==> config.mk <==
export PLATFORM = sky130hd
export DESIGN_NAME = energy_vad_end_of_speech_unit
export DESIGN_NICKNAME = d
export VERILOG_FILES = /design/src/rtl/evad_pkg.sv /design/src/rtl/evad_sub_unit.sv /design/src/rtl/energy_vad_end_of_speech_unit.sv
export SDC_FILE = /design/constraint.sdc
export NUM_CORES = 1
export LEC_CHECK = 0
export BUFFER_PORTS_ARGS = -buffer_cell sky130_fd_sc_hd__buf_2
export CAP_MARGIN = 20
export CORE_ASPECT_RATIO = 0.75
export CORE_MARGIN = 5
export CORE_UTILIZATION = 55
export DETAILED_ROUTE_END_ITERATION = 8
export PLACE_DENSITY = 0.75
export SLEW_MARGIN = 15
export SYNTH_ARGS = -nofsm -noshare
export SYNTH_HDL_FRONTEND = slang
export SYNTH_SLANG_ARGS = --single-unit
==> constraint.sdc <==
create_clock -name aclk -period 6.8 [get_ports aclk]
set_input_delay 0.68 -clock aclk [delete_from_list [all_inputs] [get_ports aclk]]
set_output_delay 0.68 -clock aclk [all_outputs]
set_load 0.02 [all_outputs]
==> src/rtl/evad_pkg.sv <==
// Shared types and constants of the energy voice activity detector.
package evad_pkg;

    // Width of the saturating square accumulator and its ceiling
    localparam int SUM_W = 40;
    localparam logic [SUM_W-1:0] SUM_MAX = {SUM_W{1'b1}};

    // Width of one squared sample: the largest square is 2^30
    localparam int SQ_W = 31;

    // The mean square never exceeds 2^30, so its low bits carry it
    localparam int MEAN_W = 32;

    // Root and partial remainder widths of the digit-by-digit square root
    localparam int ROOT_W = 16;
    localparam int REM_W  = ROOT_W + 2;

    // Iteration counts of the serial divider and the square root
    localparam int ITER_W     = 6;
    localparam int DIV_STEPS  = SUM_W;
    localparam int SQRT_STEPS = ROOT_W;

    // Session counters and the configuration register widths
    localparam int CNT10_W = 10;
    localparam logic [CNT10_W-1:0] CNT10_MAX = {CNT10_W{1'b1}};
    localparam int THR_W  = 16;
    localparam int CFG_W  = 16;
    localparam int CFG_IDX_W = 2;

    // Configuration register indexes
    typedef enum logic [CFG_IDX_W-1:0] {
        CFG_ENERGY_THRESHOLD = 2'd0,
        CFG_SILENCE_LIMIT    = 2'd1,
        CFG_MIN_SPEECH       = 2'd2
    } cfg_idx_t;

    // Register values after reset
    localparam logic [THR_W-1:0]   THR_RESET   = 16'd400;
    localparam logic [CNT10_W-1:0] LIMIT_RESET = 10'd35;
    localparam logic [CNT10_W-1:0] MIN_RESET   = 10'd5;

    // Stream payload widths
    localparam int S_DATA_W = 16;
    localparam int M_DATA_W = 40;
    localparam int M_USER_W = 2;

    // Sequencer states
    typedef enum logic [2:0] {
        ST_IDLE,
        ST_SQUARE,
        ST_ACCUM,
        ST_DIVIDE,
        ST_ROOT,
        ST_DECIDE
    } evad_state_t;

endpackage

==> src/rtl/evad_sub_unit.sv <==
// Shared subtract and compare unit used by the divider, the root and the threshold test.
module evad_sub_unit import evad_pkg::*; #(
    parameter int SUB_W = 20
) (
    input  logic [SUB_W-1:0] op_a,
    input  logic [SUB_W-1:0] op_b,
    output logic [SUB_W-1:0] diff,
    output logic             a_ge_b
);

    logic [SUB_W:0] wide_diff;

    // Subtract with one extra bit; a clear borrow means op_a >= op_b
    assign wide_diff = {1'b0, op_a} - {1'b0, op_b};
    assign diff      = wide_diff[SUB_W-1:0];
    assign a_ge_b    = ~wide_diff[SUB_W];

endmodule

==> src/rtl/energy_vad_end_of_speech_unit.sv <==
// Top level of the energy voice activity detector with end-of-speech latch.
//
//  channel | direction | handshake          | payload
//  s_      | in        | s_tvalid/s_tready  | tdata sample, tlast chunk_last, tuser new_session
//  m_      | out       | m_tvalid/m_tready  | tdata energy/speech/silence, tuser flags
//  cfg_    | in        | cfg_wen            | cfg_index, cfg_wdata
//
// A sample that does not close a chunk passes through accept, square and accumulate.
// A closing sample then runs the divider (one quotient bit a cycle), the square root (one
// root bit a cycle) and the threshold compare, all through the one shared subtractor.
// The result sits in an output register, so the next sample is taken while it waits;
// a new result waits in the compare step until that register is free.
// aresetn is synchronous: it clears the sequencer, the session state, the output
// valid and loads the reset register values.
module energy_vad_end_of_speech_unit import evad_pkg::*; #(
    parameter int MAX_CHUNK_SAMPLES = 512
) (
    input  logic                  aclk,
    input  logic                  aresetn,
    // sample [15:0]
    input  logic [S_DATA_W-1:0]   s_tdata,
    input  logic                  s_tlast,
    // new_session [0]
    input  logic                  s_tuser,
    input  logic                  s_tvalid,
    output logic                  s_tready,
    // energy [15:0], speech_seen [25:16], silence_seen [35:26], zero [39:36]
    output logic [M_DATA_W-1:0]   m_tdata,
    // is_speech [0], end_of_speech [1]
    output logic [M_USER_W-1:0]   m_tuser,
    output logic                  m_tvalid,
    input  logic                  m_tready,
    input  logic                  cfg_wen,
    input  logic [CFG_IDX_W-1:0]  cfg_index,
    input  logic [CFG_W-1:0]      cfg_wdata
);

    localparam int CNT_W = $clog2(MAX_CHUNK_SAMPLES + 1);
    localparam int SUB_W = (CNT_W + 1 > REM_W + 2) ? CNT_W + 1 : REM_W + 2;
    localparam logic [CNT_W-1:0] CNT_MAX = CNT_W'(MAX_CHUNK_SAMPLES);

    evad_state_t state_reg, state_next;

    // Configuration registers
    logic [THR_W-1:0]   thr_reg;
    logic [CNT10_W-1:0] limit_reg;
    logic [CNT10_W-1:0] min_reg;

    // Session and chunk state
    logic [SUM_W-1:0]   sum_reg, sum_next;
    logic [CNT_W-1:0]   count_reg, count_next;
    logic [CNT10_W-1:0] speech_reg, speech_next;
    logic [CNT10_W-1:0] silence_reg, silence_next;
    logic               ended_reg, ended_next;

    // Per-item working registers
    logic signed [S_DATA_W-1:0] sample_reg;
    logic                       last_reg;
    logic [SQ_W-1:0]            sq_reg;
    logic [SUM_W-1:0]           quo_reg, quo_next;
    logic [CNT_W-1:0]           div_reg, div_next;
    logic [CNT_W-1:0]           rmd_reg, rmd_next;
    logic [MEAN_W-1:0]          rad_reg, rad_next;
    logic [REM_W-1:0]           rem_reg, rem_next;
    logic [ROOT_W-1:0]          root_reg, root_next;
    logic [ITER_W-1:0]          iter_reg, iter_next;

    // Output register
    logic [M_DATA_W-1:0] m_data_reg, m_data_next;
    logic [M_USER_W-1:0] m_user_reg, m_user_next;
    logic                m_valid_reg, m_valid_next;

    logic signed [2*S_DATA_W-1:0] product;
    logic [SUM_W:0]               sum_wide;
    logic [SUM_W-1:0]             sum_sat;
    logic [CNT_W:0]               div_shift;
    logic [REM_W+1:0]             root_shift;
    logic [REM_W-1:0]             root_trial;
    logic [SUB_W-1:0]             sub_a, sub_b, sub_diff;
    logic                         sub_ge;
    logic [CNT10_W-1:0]           silence_inc;
    logic                         accept_in;
    logic                         slot_free;

    assign accept_in = s_tvalid && s_tready;
    assign slot_free = !m_valid_reg || m_tready;
    assign s_tready  = (state_reg == ST_IDLE);
    assign m_tdata   = m_data_reg;
    assign m_tuser   = m_user_reg;
    assign m_tvalid  = m_valid_reg;

    // Square the held sample; one 16x16 multiply, registered
    assign product = sample_reg * sample_reg;

    // Saturating accumulate of the square
    assign sum_wide = {1'b0, sum_reg} + (SUM_W + 1)'(sq_reg);
    assign sum_sat  = sum_wide[SUM_W] ? SUM_MAX : sum_wide[SUM_W-1:0];

    // Operand shapes for the divider and the root step
    assign div_shift  = {rmd_reg, quo_reg[SUM_W-1]};
    assign root_shift = {rem_reg, rad_reg[MEAN_W-1 -: 2]};
    assign root_trial = {root_reg, 2'b01};

    // Route the shared unit by sequencer state
    always_comb begin
        case (state_reg)
            ST_DIVIDE: begin
                sub_a = SUB_W'(div_shift);
                sub_b = SUB_W'(div_reg);
            end
            ST_ROOT: begin
                sub_a = SUB_W'(root_shift);
                sub_b = SUB_W'(root_trial);
            end
            ST_DECIDE: begin
                sub_a = SUB_W'(root_reg);
                sub_b = SUB_W'(thr_reg);
            end
            default: begin
                sub_a = '0;
                sub_b = '0;
            end
        endcase
    end

    evad_sub_unit #(
        .SUB_W (SUB_W)
    ) u_sub (
        .op_a   (sub_a),
        .op_b   (sub_b),
        .diff   (sub_diff),
        .a_ge_b (sub_ge)
    );

    assign silence_inc = (silence_reg == CNT10_MAX) ? silence_reg : silence_reg + 1'b1;

    // Sequencer: next state and working register updates
    always_comb begin
        state_next   = state_reg;
        sum_next     = sum_reg;
        count_next   = count_reg;
        speech_next  = speech_reg;
        silence_next = silence_reg;
        ended_next   = ended_reg;
        quo_next     = quo_reg;
        div_next     = div_reg;
        rmd_next     = rmd_reg;
        rad_next     = rad_reg;
        rem_next     = rem_reg;
        root_next    = root_reg;
        iter_next    = iter_reg;
        m_data_next  = m_data_reg;
        m_user_next  = m_user_reg;
        m_valid_next = m_valid_reg && !m_tready;
        case (state_reg)
            ST_IDLE: begin
                // Take a sample; a new session drops counters and the partial chunk
                if (accept_in) begin
                    if (s_tuser) begin
                        sum_next     = '0;
                        count_next   = '0;
                        speech_next  = '0;
                        silence_next = '0;
                        ended_next   = 1'b0;
                    end
                    state_next = ST_SQUARE;
                end
            end
            ST_SQUARE: begin
                state_next = ST_ACCUM;
            end
            ST_ACCUM: begin
                // Accumulate until the chunk is full, then ignore samples
                if (count_reg < CNT_MAX) begin
                    sum_next   = sum_sat;
                    count_next = count_reg + 1'b1;
                end
                if (last_reg) begin
                    quo_next   = (count_reg < CNT_MAX) ? sum_sat : sum_reg;
                    div_next   = (count_reg < CNT_MAX) ? count_reg + 1'b1 : count_reg;
                    rmd_next   = '0;
                    iter_next  = ITER_W'(DIV_STEPS - 1);
                    sum_next   = '0;
                    count_next = '0;
                    state_next = ST_DIVIDE;
                end else begin
                    state_next = ST_IDLE;
                end
            end
            ST_DIVIDE: begin
                // One restoring quotient bit a cycle
                rmd_next = sub_ge ? sub_diff[CNT_W-1:0] : div_shift[CNT_W-1:0];
                quo_next = {quo_reg[SUM_W-2:0], sub_ge};
                if (iter_reg == '0) begin
                    rad_next   = {quo_reg[MEAN_W-2:0], sub_ge};
                    rem_next   = '0;
                    root_next  = '0;
                    iter_next  = ITER_W'(SQRT_STEPS - 1);
                    state_next = ST_ROOT;
                end else begin
                    iter_next = iter_reg - 1'b1;
                end
            end
            ST_ROOT: begin
                // One root bit a cycle from the next two radicand bits
                rem_next  = sub_ge ? sub_diff[REM_W-1:0] : root_shift[REM_W-1:0];
                root_next = {root_reg[ROOT_W-2:0], sub_ge};
                rad_next  = {rad_reg[MEAN_W-3:0], 2'b00};
                if (iter_reg == '0) begin
                    state_next = ST_DECIDE;
                end else begin
                    iter_next = iter_reg - 1'b1;
                end
            end
            ST_DECIDE: begin
                // Update the session counters and hand the result over when the slot is free
                if (!ended_reg) begin
                    if (sub_ge) begin
                        speech_next  = (speech_reg == CNT10_MAX) ? speech_reg
                                                                 : speech_reg + 1'b1;
                        silence_next = '0;
                    end else if (speech_reg >= min_reg) begin
                        silence_next = silence_inc;
                        if (silence_inc >= limit_reg) begin
                            ended_next = 1'b1;
                        end
                    end
                end
                if (slot_free) begin
                    m_data_next  = {4'b0000, silence_next, speech_next, root_reg};
                    m_user_next  = {ended_next, sub_ge};
                    m_valid_next = 1'b1;
                    state_next   = ST_IDLE;
                end else begin
                    speech_next  = speech_reg;
                    silence_next = silence_reg;
                    ended_next   = ended_reg;
                end
            end
            default: begin
                state_next = ST_IDLE;
            end
        endcase
    end

    // Control state and session counters
    always_ff @(posedge aclk) begin
        if (!aresetn) begin
            state_reg   <= ST_IDLE;
            sum_reg     <= '0;
            count_reg   <= '0;
            speech_reg  <= '0;
            silence_reg <= '0;
            ended_reg   <= 1'b0;
            iter_reg    <= '0;
            m_valid_reg <= 1'b0;
        end else begin
            state_reg   <= state_next;
            sum_reg     <= sum_next;
            count_reg   <= count_next;
            speech_reg  <= speech_next;
            silence_reg <= silence_next;
            ended_reg   <= ended_next;
            iter_reg    <= iter_next;
            m_valid_reg <= m_valid_next;
        end
    end

    // Configuration writes; an index past the list is dropped
    always_ff @(posedge aclk) begin
        if (!aresetn) begin
            thr_reg   <= THR_RESET;
            limit_reg <= LIMIT_RESET;
            min_reg   <= MIN_RESET;
        end else if (cfg_wen) begin
            case (cfg_index)
                CFG_ENERGY_THRESHOLD: thr_reg   <= cfg_wdata[THR_W-1:0];
                CFG_SILENCE_LIMIT:    limit_reg <= cfg_wdata[CNT10_W-1:0];
                CFG_MIN_SPEECH:       min_reg   <= cfg_wdata[CNT10_W-1:0];
                default: ;
            endcase
        end
    end

    // Payload and working registers
    always_ff @(posedge aclk) begin
        if (accept_in) begin
            sample_reg <= s_tdata;
            last_reg   <= s_tlast;
        end
        if (state_reg == ST_SQUARE) begin
            sq_reg <= product[SQ_W-1:0];
        end
        quo_reg    <= quo_next;
        div_reg    <= div_next;
        rmd_reg    <= rmd_next;
        rad_reg    <= rad_next;
        rem_reg    <= rem_next;
        root_reg   <= root_next;
        m_data_reg <= m_data_next;
        m_user_reg <= m_user_next;
    end

endmodule

* Word-level counts from Yosys, hierarchy flattened *
Cells that the tools add are included.

word-level totals
  register bits = 329
  logic and storage cells = 129

cells by class
  add/sub/neg operators = 6
  multipliers = 1
  magnitude comparators = 3
  equality and inequality tests = 16
  muxes and demuxes = 56
  bitwise gates (word level) = 1
  reductions and logical operators = 24

operator list
  cell                                           count
  two-way mux 40 bit                             6
  case mux 40 bit (2 select lines)               2
  two-way mux 10 bit                             15
  case mux 10 bit (2 select lines)               4
  case mux 32 bit (2 select lines)               1
  case mux 20 bit (3 select lines)               1
  case mux 18 bit (3 select lines)               1
  adder 40 x 31 -> 41 bit                        1
  two-way mux 18 bit                             2
  case mux 18 bit (2 select lines)               1
  two-way mux 32 bit                             1
  case mux 16 bit (2 select lines)               1
  multiplier 16 x 16 -> 31 bit                   1
  adder 10 x 1 -> 10 bit, second input constant  3
  subtractor 20 x 18 -> 21 bit                   1
  == test 10 bit, second input constant          2
  >= comparator 10 bit                           2
  two-way mux 6 bit                              3
  case mux 3 bit (6 select lines)                1
  case mux 6 bit (3 select lines)                1
  two-way mux 16 bit                             1
  AND reduction 2 bit                            7
  two-way mux 3 bit                              4
  != test 2 bit, second input constant           6
  22 further kinds                               39

* Depth between registers and ports, before layout *
  word-level depth = 9
  gate-level depth with buffers = 25

* By module *
Synthesis repeated with hierarchy kept, for this count alone.

second synthesis, totals
  cell total of the unflattened synthesis = 2777
  area total of the unflattened synthesis = 25844.8 um^2

by module, submodules not included
  module                         instances  cells each  area an instance (um^2)  sequential area each (um^2)
  energy_vad_end_of_speech_unit  1          2628        24818.8                  8678.3
  evad_sub_unit                  1          149         1026.0                   0.0

* Worst setup path before layout *
No wires, ideal clock.

  kind = register -> register
  start = register state_reg[0]
  end = register rad_reg[0] (enable)
  library setup time = 581 ps
  arrival = 5879 ps
  data required time = 6219 ps
  setup slack = 340 ps
  cell stages (with the launch flop) = 7
  clock period less this slack = 6460 ps
  path through = dfxtp_1 clkbuf_1 nand2_1 or2_2 clkbuf_1 clkbuf_1 o21ai_0

between the ends
  cells in the longest elaborated chain, start to end = 3
  elaborated cells on any way between the ends = 5
  those cells by class = eq/ne (3); reduce/logical (2)

ends and longest elaborated chain
  element                                                               line                                  RTL
  start: declaration                                                    energy_vad_end_of_speech_unit.sv:42   evad_state_t state_reg, state_next;
  start signal: assignment                                              energy_vad_end_of_speech_unit.sv:258  state_reg <= state_next;
  == test 3 x 2 -> 1 bit / == test 3 bit (equally long branches)        energy_vad_end_of_speech_unit.sv:155  case (state_reg)
  != test 2 bit (no line) / nonzero test 2 bit (equally long branches)  --
  AND reduction 2 bit (no line) *                                       --
  end signal: assignment                                                energy_vad_end_of_speech_unit.sv:297  rad_reg <= rad_next;
  end: declaration                                                      energy_vad_end_of_speech_unit.sv:63   logic [MEAN_W-1:0] rad_reg, rad_next;

Mark *: on every way between the ends. The rest lies on a longest branch, timed or not.
A chain may end at the register's enable or synchronous reset.

* Final worst setup path *
  start = register sample_reg[11]
  end = register sq_reg[29] (data pin)

between the ends
  cells in the longest elaborated chain, start to end = 1

ends and longest elaborated chain
  element                       line                                  RTL
  start: declaration            energy_vad_end_of_speech_unit.sv:57   logic signed [S_DATA_W-1:0] sample_reg;
  start signal: assignment      energy_vad_end_of_speech_unit.sv:288  sample_reg <= s_tdata;
  multiplier 16 x 16 -> 31 bit  energy_vad_end_of_speech_unit.sv:93   assign product = sample_reg * sample_reg;
  named net product[29]         energy_vad_end_of_speech_unit.sv:73   logic signed [2*S_DATA_W-1:0] product;
  end signal: assignment        energy_vad_end_of_speech_unit.sv:292  sq_reg <= product[SQ_W-1:0];
  end: declaration              energy_vad_end_of_speech_unit.sv:59   logic [SQ_W-1:0] sq_reg;

The timed path passes the listed nets, and every way through them passes these cells.

==> summary.md <==
| Metric | Value |
|---|---|
| Starting Density | `55.6%` |
| CP bufs+invs | `6` |
| Max cap viols | `0` |
| Post-Synthesis Cell Area | `25500 um^2` |
| Vias post-DR | `19600` |
| TNS Setup | `0 ns` |
| Port Buffers | `80` |
| Crit path top cell by count | `fa_1` |
| Sequential area share after synthesis | `34.0%` |
| # setup viols final | `0` |
| Top Family by Delay on Critical Path | `adder cells` |
| Period utilization | `95.7%` |
| Tmin final | `6.51 ns` |
| H-tree depth | `2` |
| Post-synthesis cell count | `2719` |
| Worst-path clk slew | `0.07 ns` |
| RSZ-0062 raised after global routing | `false` |
| #FFs+latches synth | `328` |
| FP Rows | `68` |
| Vias in the first global route | `19300` |
| Outcome | `complete, no violations` |
| Vias per inst | `5.75` |
| Clock sink total | `328` |
| Count leader, synth | `nand2_1` |
| Die height | `197 um` |
| Slew at the pin closest to its max-slew limit | `1.07 ns` |
| Hold crit path type | `in2reg` |
| WP data arrival | `6.83 ns` |
| Critical Path Sink Type | `flip-flop` |
| Final instance area | `27900 um^2` |
| Avg Inst Size Synth | `9.39 um^2` |
| First-pass GRT wire length | `102000 um` |
| Kind of critical path | `reg2reg` |
| Share of cells above drive strength 1 | `7.95%` |
| Final Wtd Congestion | `0.958` |
| Final Max Tran Viols | `0` |
| Post-route ant nets | `0` |
| Die width | `259 um` |
| # fillers | `3842` |
| Worst-path fanout max | `10` |
| I/O Pins | `85` |
| Flip-flop and latch area | `8680 um^2` |
| Worst R2R End | `sq_reg[29]$_DFFE_PP_` |
| CTS Buf Count | `35` |
| Area share of the largest cell type after synthesis | `24.8%` |
| Worst Skew | `0.0218 ns` |
| Crit Reg-Reg Startpoint | `sample_reg[11]$_DFFE_PP_` |
| Clk Latency, worst-skew pair | `0.56 ns` |
| Detailed-placement wirelength estimate | `48100 um` |
| Worst Reg-to-Reg Cells | `23` |
| CP startpoint kind | `flip-flop` |
| Hold Vio Cnt, Final | `0` |
| CP max stage delay | `0.55 ns` |
| Hold path endpoint | `sample_reg[3]$_DFFE_PP_` |
| WHS Path Cells | `1` |
| Post-synth ARST share | `0%` |
| Core area | `45900 um^2` |
| Clock Path Buffers | `3` |
| Pre-antenna DRT Iters | `6` |
| Grt total ovfl | `0` |
| Dominant synthesized flop cell | `edfxtp_1` |
| Dpl cell area | `26700 um^2` |
| Slew Limit Headroom | `28.5%` |
| Synthesis-to-finish area growth | `9.12%` |
| Routed WL per cell | `18.6 um` |
| Critical Path Source | `sample_reg[11]$_DFFE_PP_` |
| GR Util All Layers | `24.6%` |
| CTS root buffer | `clkbuf_16` |
| Routed Wire Length | `63100 um` |
| Iteration-0 DRC count of the detailed router | `1996` |
| Post-synth cell types | `77` |
| Area of the multi-input gates | `15000 um^2` |
| Post-synth EDFFs | `211` |
| Leading area contributor after synthesis | `edfxtp_1` |
| Initial antenna violation count | `1` |
| DRC | `0` |
| Hold Crit Start | `s_tdata[3]` |
| Ys Warns | `0` |
| Synth top area cells | `edfxtp_1 (25%), fa_1 (18%), dfxtp_1 (9.2%)` |
| Pin count of the biggest net entering global routing | `67` |
| # nets final | `3209` |
| Worst EP required | `7.12 ns` |
| CTS tree | `yes` |
| Worst reg-to-reg setup slack | `0.29 ns` |
| CP max stage cell | `fa_1` |
| CP cell instances | `buf_4 > nand2_1 > inv_1 > fa_1 > inv_1 > fa_1 > inv_1 > fa_1 > fa_1 > fa_1 > inv_1 > fa_1 > inv_1 > ha_1 > a211oi_1 > a22oi_1 > a21oi_1 > nand2_1 > a41o_1 > o31a_1 > a311o_1 > a21oi_1 > xnor2_1` |
| Achievable Freq | `0.154 GHz` |
| Top cells by count, synth | `nand2_1 (403), inv_1 (382), fa_1 (229), edfxtp_1 (211), nor2_1 (185)` |
| Die Area | `50900 um^2` |
cells in the final DEF, fill, tap and decap left out, types with 19 or more instances in the layout:
master	count
nand2_1	403
inv_1	382
fa_1	229
edfxtp_1	211
nor2_1	183
a21oi_1	162
ha_1	161
o21ai_0	121
dfxtp_1	116
buf_2	80
xnor2_1	74
and2_1	52
buf_4	50
nand3_1	41
clkbuf_16	36
mux2i_1	34
nor3_1	30
a21o_1	29
xor2_1	29
nand2b_1	25
o21a_1	25
a31oi_1	22
and3_1	19
cells by family after synthesis:
logic type / count (synthesis) / synth area share (%)
mux: 44 / 1.77
fa+ha+maj: 390 / 25.8
flops: 328 / 34.0
buf+inv: 495 / 7.36
simple gates: 835 / 14.5
xor+xnor: 103 / 3.53
other cells: 1 / 0.0147
compound gates: 523 / 13.0
metal layers:
layer  track usage [%]  vias up  share of wire, %  routed length [um]
met1              35.5     9444                44               27700
met2              37.9      784                45               28100
met4              8.79        2               3.7                2360
met3              4.25      139               7.8                4910
li1                  -     9184                 -                   -
met5                 0        -             0.021                  13
worst max-delay path by stage:
stage | slack, ns | depth (start not counted) | endpoint
6_report | 0.29 | 23 | sq_reg[29]$_DFFE_PP_
5_1_grt | 0.03 | 23 | sq_reg[30]$_DFFE_PP_
4_1_cts | 0.15 | 23 | sq_reg[30]$_DFFE_PP_
3_5_place_dp | 0.20 | 23 | sq_reg[30]$_DFFE_PP_
3_3_place_gp | 0.29 | 23 | sq_reg[30]$_DFFE_PP_
2_1_floorplan | 0.34 | 6 | rad_reg[0]$_SDFFCE_PP0P_
worst register-to-register path: stages, from the launching register on:
cell and delay, ns:
edfxtp_1 0.52, buf_4 0.23, nand2_1 0.11, inv_1 0.07, fa_1 0.47, inv_1 0.05
fa_1 0.49, inv_1 0.06, fa_1 0.55, fa_1 0.44, fa_1 0.50, inv_1 0.05
fa_1 0.47, inv_1 0.04, ha_1 0.30, a211oi_1 0.26, a22oi_1 0.12, a21oi_1 0.14
nand2_1 0.14, a41o_1 0.31, o31a_1 0.32, a311o_1 0.36, a21oi_1 0.17, xnor2_1 0.08
final cells by class:
class / instances / area share, %
Tap cell: 595 / 2.67
Multi-Input combinational cell: 1899 / 53.9
Clock inverter: 13 / 0.575
Clock buffer: 51 / 3.70
Timing Repair Buffer: 130 / 2.78
Antenna cell: 1 / 0.00898
Sequential cell: 328 / 31.1
Inverter: 384 / 5.17
through the flow:
step | cells | setup slack [ns] | hold WS, ns | util [%]
after floorplan | 2722 | 0.340 | 0.433 | -
after global placement | 3335 | 0.293 | 0.439 | 58.0
after detailed placement | 3335 | 0.202 | 0.451 | 58.0
after CTS | 3399 | 0.155 | 0.273 | 60.6
after global routing | 3400 | 0.0329 | 0.282 | 60.6
final | 3401 | 0.290 | 0.297 | 60.6
repair_timing:
item                                   4_1_cts  5_1_grt
setup buffers                                0        1
gates resized for setup                      0        1
setup endpoints to repair                    0        1
endpoints found under the hold margin        0        0
hold buffers                                 0        0
Power is left out: the tool's default activity adds up to more than one toggle a clock period on the data nets, which glitch-free logic cannot reach.
